**config.mk**
```make
export PLATFORM = sky130hd
export DESIGN_NAME = sum_tree_weighted_sampler
export DESIGN_NICKNAME = d
export VERILOG_FILES = /design/src/sts_pkg.sv /design/src/sum_tree_weighted_sampler.sv /design/src/sts_ram.sv /design/src/sts_alu.sv
export SDC_FILE = /design/constraint.sdc
export NUM_CORES = 2
export LEC_CHECK = 0
export CAP_MARGIN = 10
export CORE_MARGIN = 2
export CORE_UTILIZATION = 35
export CTS_CLUSTER_DIAMETER = 150
export CTS_CLUSTER_SIZE = 16
export DETAILED_ROUTE_END_ITERATION = 7
export DONT_BUFFER_PORTS = 1
export PLACE_DENSITY_LB_ADDON = 0.08
export SLEW_MARGIN = 20
export SYNTH_ARGS = -nofsm -noshare
export SYNTH_HDL_FRONTEND = slang
export SYNTH_SLANG_ARGS = --single-unit
```
**constraint.sdc**
```tcl
create_clock -name clock -period 11.3 [get_ports clock]
set_clock_uncertainty 0.2 [all_clocks]
set_input_delay 2.26 -clock clock [delete_from_list [all_inputs] [get_ports clock]]
set_output_delay 2.26 -clock clock [all_outputs]
set_load 0.005 [all_outputs]
```
**src/sts_pkg.sv**
```systemverilog
// Shared types, sizes and codes for the sum tree weighted sampler.
package sts_pkg;

   localparam int LEAVES        = 64;
   localparam int WEIGHT_BITS   = 16;
   localparam int FRACTION_BITS = 16;
   localparam int INDEX_BITS    = 6;
   localparam int OP_BITS       = 2;

   // Default tree geometry for LEAVES
   localparam int LEVELS    = $clog2(LEAVES);
   localparam int ADDR_BITS = LEVELS + 1;
   localparam int SUM_BITS  = WEIGHT_BITS - 1 + LEVELS;

   typedef enum logic [OP_BITS-1:0] {
      OP_CLEAR = 2'd0,
      OP_LOAD  = 2'd1,
      OP_DRAW  = 2'd2
   } op_type;

   typedef enum logic {
      ALU_ADD,
      ALU_SUB
   } alu_op_type;

   typedef struct packed {
      op_type                         operation;
      logic signed [WEIGHT_BITS-1:0]  weight;
      logic [FRACTION_BITS-1:0]       random_fraction;
   } req_type;

   typedef struct packed {
      logic [INDEX_BITS-1:0] chosen_index;
      logic                  empty_res;
   } rsp_type;

endpackage

```
**src/sum_tree_weighted_sampler.sv**
```systemverilog
// Weighted random sampler over a binary sum tree held in a node memory.
//
// Input channel req_*: one item per handshake (valid high, stall low).
//   clear: empties the tree, no result.
//   load:  stores the next weight (negative counts as zero) and rebuilds its
//          path; no result. Ignored when full.
//   draw:  picks a leaf with probability proportional to its weight, then
//          zeroes it. It runs the total read, scale multiply, descent, rebuild
//          and response states in order (an empty tree goes straight to the
//          response); the next item is taken once the result is registered.
// Each tree level is visited once going down and once going up: the node
// memory gives one read and one write per cycle, and one adder does both the
// compare-subtract and the rebuild. The scale multiply has its own state.
// Result channel rsp_*: one item per draw, index 0 with empty_res set when
// the total weight is zero. A stalled result holds; a draw that finishes
// while an older result is still stalled waits before the output register.
// Reset (synchronous) empties the tree at once: node entries whose subtree
// has no loaded leaf read as zero, so no clearing pass is needed.
module sum_tree_weighted_sampler #(
   parameter int LEAVES = sts_pkg::LEAVES
) (
   input  logic             clock,
   input  logic             reset,
   input  logic             req_valid,
   output logic             req_stall,
   input  sts_pkg::req_type req_data,
   output logic             rsp_valid,
   input  logic             rsp_stall,
   output sts_pkg::rsp_type rsp_data
);

   localparam int LEVELS = $clog2(LEAVES);
   localparam int AW     = LEVELS + 1;
   localparam int SW     = sts_pkg::WEIGHT_BITS - 1 + LEVELS;
   localparam int CW     = $clog2(LEAVES + 1);
   localparam int FB     = sts_pkg::FRACTION_BITS;
   localparam int WB     = sts_pkg::WEIGHT_BITS;
   localparam logic [LEVELS-1:0] SPAN_TOP = LEVELS'(1) << (LEVELS - 1);

   typedef enum logic [2:0] {
      S_IDLE,
      S_TOT,
      S_MUL,
      S_DN,
      S_UP,
      S_RSP
   } state_type;

   state_type        state_ff, state_in;
   logic             is_draw_ff, is_draw_in;
   logic [CW-1:0]    count_ff, count_in;
   logic [AW-1:0]    addr_ff, addr_in;
   logic [LEVELS-1:0] lo_ff, lo_in;
   logic [LEVELS-1:0] span_ff, span_in;
   logic [SW-1:0]    val_ff, val_in;
   logic [SW-1:0]    target_ff, target_in;
   logic [SW-1:0]    total_ff, total_in;
   logic [FB-1:0]    frac_ff, frac_in;
   logic             empty_ff, empty_in;
   logic             rsp_valid_ff, rsp_valid_in;
   sts_pkg::rsp_type rsp_data_ff, rsp_data_in;

   logic             wr_en;
   logic [AW-1:0]    wr_addr;
   logic [SW-1:0]    wr_data;
   logic [AW-1:0]    rd_addr;
   logic [SW-1:0]    rd_data;

   sts_pkg::alu_op_type alu_op;
   logic [SW-1:0]    alu_a;
   logic [SW-1:0]    alu_res;
   logic             alu_borrow;

   logic [SW-1:0]    w_clamped;
   logic [AW-1:0]    leaf_addr;
   logic [LEVELS-1:0] sib_lo;
   logic [LEVELS-1:0] chk_lo;
   logic             node_valid;
   logic [SW-1:0]    node_q;
   logic [SW-1:0]    root_q;
   logic [SW+FB-1:0] product;
   logic [AW-1:0]    child;
   logic [AW-1:0]    parent;

   sts_ram #(
      .ADDR_BITS (AW),
      .DATA_BITS (SW)
   ) u_ram (
      .clock   (clock),
      .wr_en   (wr_en),
      .wr_addr (wr_addr),
      .wr_data (wr_data),
      .rd_addr (rd_addr),
      .rd_data (rd_data)
   );

   sts_alu #(
      .SUM_BITS (SW)
   ) u_alu (
      .op     (alu_op),
      .a      (alu_a),
      .b      (node_q),
      .res    (alu_res),
      .borrow (alu_borrow)
   );

   assign w_clamped = req_data.weight[WB-1] ? '0 : SW'(req_data.weight[WB-2:0]);
   assign leaf_addr = {1'b1, count_ff[LEVELS-1:0]};

   // A node holds live data only if its leftmost leaf has been loaded since clear
   assign sib_lo     = (lo_ff & ~LEVELS'(span_ff - LEVELS'(1))) ^ span_ff;
   assign chk_lo     = (state_ff == S_DN) ? lo_ff : sib_lo;
   assign node_valid = CW'(chk_lo) < count_ff;
   assign node_q     = node_valid ? rd_data : '0;
   assign root_q     = (count_ff != '0) ? rd_data : '0;

   assign alu_op = (state_ff == S_DN) ? sts_pkg::ALU_SUB : sts_pkg::ALU_ADD;
   assign alu_a  = (state_ff == S_DN) ? target_ff : val_ff;

   assign product = total_ff * frac_ff;
   assign child   = {addr_ff[AW-2:0], ~alu_borrow};
   assign parent  = AW'(addr_ff[AW-1:1]);

   always_comb begin
      state_in     = state_ff;
      is_draw_in   = is_draw_ff;
      count_in     = count_ff;
      addr_in      = addr_ff;
      lo_in        = lo_ff;
      span_in      = span_ff;
      val_in       = val_ff;
      target_in    = target_ff;
      total_in     = total_ff;
      frac_in      = frac_ff;
      empty_in     = empty_ff;
      rsp_valid_in = rsp_valid_ff & rsp_stall;
      rsp_data_in  = rsp_data_ff;
      wr_en        = 1'b0;
      wr_addr      = addr_ff;
      wr_data      = '0;
      rd_addr      = addr_ff ^ AW'(1);

      unique case (state_ff)
         S_IDLE: begin
            rd_addr = AW'(1);
            if (req_valid) begin
               unique case (req_data.operation)
                  sts_pkg::OP_CLEAR: begin
                     count_in = '0;
                  end
                  sts_pkg::OP_LOAD: begin
                     if (count_ff < CW'(LEAVES)) begin
                        wr_en      = 1'b1;
                        wr_addr    = leaf_addr;
                        wr_data    = w_clamped;
                        rd_addr    = leaf_addr ^ AW'(1);
                        addr_in    = leaf_addr;
                        lo_in      = count_ff[LEVELS-1:0];
                        span_in    = LEVELS'(1);
                        val_in     = w_clamped;
                        count_in   = count_ff + CW'(1);
                        is_draw_in = 1'b0;
                        state_in   = S_UP;
                     end
                  end
                  sts_pkg::OP_DRAW: begin
                     frac_in    = req_data.random_fraction;
                     is_draw_in = 1'b1;
                     state_in   = S_TOT;
                  end
                  default: begin
                  end
               endcase
            end
         end
         S_TOT: begin
            if (root_q == '0) begin
               empty_in = 1'b1;
               lo_in    = '0;
               state_in = S_RSP;
            end else begin
               empty_in = 1'b0;
               total_in = root_q;
               state_in = S_MUL;
            end
         end
         S_MUL: begin
            target_in = product[SW+FB-1:FB];
            addr_in   = AW'(1);
            lo_in     = '0;
            span_in   = SPAN_TOP;
            rd_addr   = AW'(2);
            state_in  = S_DN;
         end
         S_DN: begin
            addr_in = child;
            span_in = span_ff >> 1;
            if (!alu_borrow) begin
               target_in = alu_res;
               lo_in     = lo_ff | span_ff;
            end
            if (span_ff == LEVELS'(1)) begin
               // reached a leaf: zero it and start the rebuild
               wr_en    = 1'b1;
               wr_addr  = child;
               wr_data  = '0;
               rd_addr  = child ^ AW'(1);
               val_in   = '0;
               span_in  = LEVELS'(1);
               state_in = S_UP;
            end else begin
               rd_addr = {child[AW-2:0], 1'b0};
            end
         end
         S_UP: begin
            wr_en   = 1'b1;
            wr_addr = parent;
            wr_data = alu_res;
            val_in  = alu_res;
            addr_in = parent;
            span_in = span_ff << 1;
            rd_addr = parent ^ AW'(1);
            if (parent == AW'(1)) begin
               state_in = is_draw_ff ? S_RSP : S_IDLE;
            end
         end
         S_RSP: begin
            if (!rsp_valid_ff || !rsp_stall) begin
               rsp_valid_in             = 1'b1;
               rsp_data_in.chosen_index = sts_pkg::INDEX_BITS'(lo_ff);
               rsp_data_in.empty_res    = empty_ff;
               state_in                 = S_IDLE;
            end
         end
         default: begin
            state_in = S_IDLE;
         end
      endcase
   end

   always_ff @(posedge clock) begin
      if (reset) begin
         state_ff     <= S_IDLE;
         count_ff     <= '0;
         rsp_valid_ff <= 1'b0;
      end else begin
         state_ff     <= state_in;
         count_ff     <= count_in;
         rsp_valid_ff <= rsp_valid_in;
      end
      is_draw_ff  <= is_draw_in;
      addr_ff     <= addr_in;
      lo_ff       <= lo_in;
      span_ff     <= span_in;
      val_ff      <= val_in;
      target_ff   <= target_in;
      total_ff    <= total_in;
      frac_ff     <= frac_in;
      empty_ff    <= empty_in;
      rsp_data_ff <= rsp_data_in;
   end

   assign req_stall = (state_ff != S_IDLE);
   assign rsp_valid = rsp_valid_ff;
   assign rsp_data  = rsp_data_ff;

`ifndef SYNTHESIS
   a_load_counts: assert property (@(posedge clock) disable iff (reset)
      req_valid && !req_stall && req_data.operation == sts_pkg::OP_LOAD
      && count_ff < CW'(LEAVES) |=> count_ff == $past(count_ff) + CW'(1))
      else $error("load did not advance the loaded count");

   a_target_below_total: assert property (@(posedge clock) disable iff (reset)
      state_ff == S_DN |-> target_ff < total_ff)
      else $error("descent target not below root total");

   a_no_slot_zero: assert property (@(posedge clock) disable iff (reset)
      wr_en |-> wr_addr != '0)
      else $error("write to unused node slot");

   a_result_from_rsp: assert property (@(posedge clock) disable iff (reset)
      $rose(rsp_valid_ff) |-> $past(state_ff) == S_RSP)
      else $error("result raised outside the response state");
`endif

endmodule

```
**src/sts_ram.sv**
```systemverilog
// Node sum memory: one write port, one read port with registered data.
module sts_ram #(
   parameter int ADDR_BITS = sts_pkg::ADDR_BITS,
   parameter int DATA_BITS = sts_pkg::SUM_BITS
) (
   input  logic                 clock,
   input  logic                 wr_en,
   input  logic [ADDR_BITS-1:0] wr_addr,
   input  logic [DATA_BITS-1:0] wr_data,
   input  logic [ADDR_BITS-1:0] rd_addr,
   output logic [DATA_BITS-1:0] rd_data
);

   logic [DATA_BITS-1:0] mem_ff [0:(1 << ADDR_BITS)-1];
   logic [DATA_BITS-1:0] rd_data_ff;

   always_ff @(posedge clock) begin
      if (wr_en) begin
         mem_ff[wr_addr] <= wr_data;
      end
   end

   always_ff @(posedge clock) begin
      rd_data_ff <= mem_ff[rd_addr];
   end

   assign rd_data = rd_data_ff;

endmodule

```
**src/sts_alu.sv**
```systemverilog
// Shared adder/subtractor used for both the descent and the path rebuild.
module sts_alu #(
   parameter int SUM_BITS = sts_pkg::SUM_BITS
) (
   input  sts_pkg::alu_op_type  op,
   input  logic [SUM_BITS-1:0]  a,
   input  logic [SUM_BITS-1:0]  b,
   output logic [SUM_BITS-1:0]  res,
   output logic                 borrow
);

   logic [SUM_BITS:0] wide;

   always_comb begin
      case (op)
         sts_pkg::ALU_ADD: wide = {1'b0, a} + {1'b0, b};
         sts_pkg::ALU_SUB: wide = {1'b0, a} - {1'b0, b};
         default:          wide = '0;
      endcase
   end

   assign res    = wide[SUM_BITS-1:0];
   assign borrow = (op == sts_pkg::ALU_SUB) && wide[SUM_BITS];

endmodule

```
==> out/metrics.yaml <==
status:
  run_status: "finished, final reports clean"
clock_tree:
  cts_hold_buf: 0
  post_cts_resized: 0
  clkTransAtPathRegs_ns: 0.08
  htreeDepth: 4
  post_cts_buffers: 0
  clock_latency_ns: 0.96
  cts_tree: "yes"
  clock_path_buffers: 4
  cts_root_buffer: "clkbuf_16"
  cts_made_buffers: 199
  cts.sinks: 2827
drt:
  ant_nets: 0
  drc: 0
  drtIter0Drc: 9126
  drt_pass1_iterations: 8
  wl_per_cell_microns: 31.1
  wl_microns: 453000
  via_count: 81100
  via_per_inst: 5.56
timing:
  period_share: 0.886
  max_freq_mhz: 99.9
  slew_viol_final: 0
  hold_viol_final: 0
  rsz0062_at_grt: "no"
  finalSetupViolCount: 0
  max_slew_margin: 0.132
  timing.setup.tns_ns: 0
  min_period_ns: 10.01
  worst_pin_slew_ns: 1.30
  holdWs_ns: 0.309
global_route:
  grt_first_pass_wirelength_microns: 631000
  grt_pass1_vias: 78300
  grt_overflow: 0
  antenna_found_initial: 38
  grt_usage: 0.247
  grt_max_degree: 129
logic_synthesis:
  synth_cell_types: 91
  synth-main-ff-cell: "edfxtp_1"
  synth_edf_count: 2795
  syn_nets: 10200
  yosys_warnings: 0
  yosysSeqAreaShare: 0.680
  synthArstFlopShare: 0
  synth_area_per_cell_sq_um: 12.8
  ys_ff_latch: 2827
  synth_cells: 9740
  synthesis.area_sq_um: 124000
hold_path:
  hp-class: "reg -> reg"
worst_setup_path:
  critPathArrivalTime_ns: 10.56
  crit_family: "compound AO/OA/AOI/OAI gates"
  critical-path-slowest-cell: "a21o_4"
  worstPathRequired_ns: 11.85
  r2r-end: "u_ram.rd_data[17]"
  crit_fanout: 60
  critPathCaptureType: "flip-flop"
  cp-startpoint: "state_ff[1]"
  reg2regPathDepth: 30
  r2r-start: "state_ff[1]"
  rrSetupSlack_ns: 1.29
  startpoint_type: "flip-flop"
  max_stage_delay_ns: 0.74
  criticalPathCategory: "reg -> reg"
  path_buf_inv: 4
  worstSetupEndpoint: "u_ram.rd_data[17]"
  path_depth: 30
placement:
  hpwl_microns: 272000
  port_buffers: 0
  place_congestion: 0.848
floorplan:
  die_w_microns: 600
  num_rows: 218
  die_y_microns: 600
  core_sq_um: 353000
  initial_core_util: 0.352
  boundaryPins: 47
  dieArea_sq_um: 360000
pwr:
  power-per-cell-area_nw_per_um2: 208
  peakVddDrop_mv: 0.215
  p_leak_uw: 0.0474
run:
  maxCapViolations: 0
final_layout:
  final_common_cell: "edfxtp_1"
  area_growth_pct: 10.5
  drive_gt1_frac: 0.0920
  final_cell_mix: "edfxtp_1 (2795), nand2_1 (2691), nand3_1 (752)"
  layout.nets: 10200
## registers in the layout (all words and copies together) (netlist names)
register / count
rsp_valid: 1
rsp_data: 7
frac_ff: 16
target_ff: 21
val_ff: 21
lo_ff: 6
addr_ff: 7
is_draw_ff: 1
empty_ff: 1
count_ff: 7
u_ram.rd_data: 21
state_ff: 3
total_ff: 21
u_ram.mem_ff: 2688
span_ff: 6
## routing by layer
metal	GRT usage	share of wire	wire (microns)
met3	0.0294	0.060	27000
met2	0.399	0.47	211000
met4	0.0622	0.027	12100
met1	0.354	0.45	203000
met5	0	0.00015	69
## stage by stage
stage                     setup slack [ns]  instance area (sq um)  instances  total power [uW]   util
after floorplan                      0.748                 124000       9740             17900      -
after global placement              -0.555                 132000      14300             21700  0.373
after detailed placement              1.31                 132000      14300             21800  0.373
after CTS                             1.24                 137000      14600             28800  0.389
after global routing                 0.698                 137000      14600             29800  0.389
final                                 1.29                 137000      14600             28600  0.389
## worst min path at each step
stage                        start          end  cells after the start
after floorplan           empty_ff  rsp_data[0]                      0
after global placement    lo_ff[1]  rsp_data[2]                      0
after detailed placement  lo_ff[1]  rsp_data[2]                      0
after CTS                 lo_ff[1]  rsp_data[2]                      0
after global routing      lo_ff[1]  rsp_data[2]                      0
final                     lo_ff[1]  rsp_data[2]                      0
## power breakdown
| part | switching [uW] | internal [uW] | total, uW | leakage (uW) |
|---|---|---|---|---|
| clock network | 3710 | 3310 | 7030 | 0.00266 |
| logic | 6220 | 2570 | 8780 | 0.0187 |
| registers | 292 | 12500 | 12800 | 0.0261 |
| total | 10200 | 18400 | 28600 | 0.0474 |
## worst reg2reg max path, delay by kind of cell, from the launching register on
kind | cells | cell delay (ns)
buffers and inverters | 4 | 1.32
flip-flops | 1 | 0.32
adder cells (fa/ha/maj) | 3 | 0.97
AND/OR/NAND/NOR | 10 | 2.82
AO/OA/AOI/OAI | 12 | 4.04
multiplexers | 1 | 0.17
## cell families after synthesis
| logic type | share of synthesized area |
|---|---|
| adders and majority gates | 0.0561 |
| muxes | 0.0171 |
| buffers and inverters | 0.0337 |
| AOI/OAI and AO/OA | 0.0628 |
| xor gates and xnor gates | 0.00373 |
| DFF | 0.680 |
| and+or+nand+nor | 0.147 |
## synth_stat cells, drive strengths merged, types with 113 or more instances
cell | count | area share
a21oi | 223 | 0.0090
a311oi | 205 | 0.014
and3 | 216 | 0.011
ha | 135 | 0.014
clkbuf | 189 | 0.0057
o21ai | 168 | 0.0068
edfxtp | 2795 | 0.67
mux2i | 113 | 0.0091
a31oi | 194 | 0.0098
nand3 | 752 | 0.030
buf | 423 | 0.019
fa | 264 | 0.042
inv | 296 | 0.0089
and2 | 127 | 0.0064
nand2 | 2709 | 0.082
nor2 | 268 | 0.0083
## cell type report
class / instances / area [sq um]
well taps: 4730 / 5920
diodes: 17 / 42.5
clock buffers: 281 / 5370
inverters: 297 / 1110
fillers: 33500 / 216000
multi-input cells: 6004 / 36500
repair buffers: 417 / 3850
flip-flops and latches: 2827 / 84600
clock inverters: 11 / 140
No activity file was read; power rests on OpenSTA's default activity.
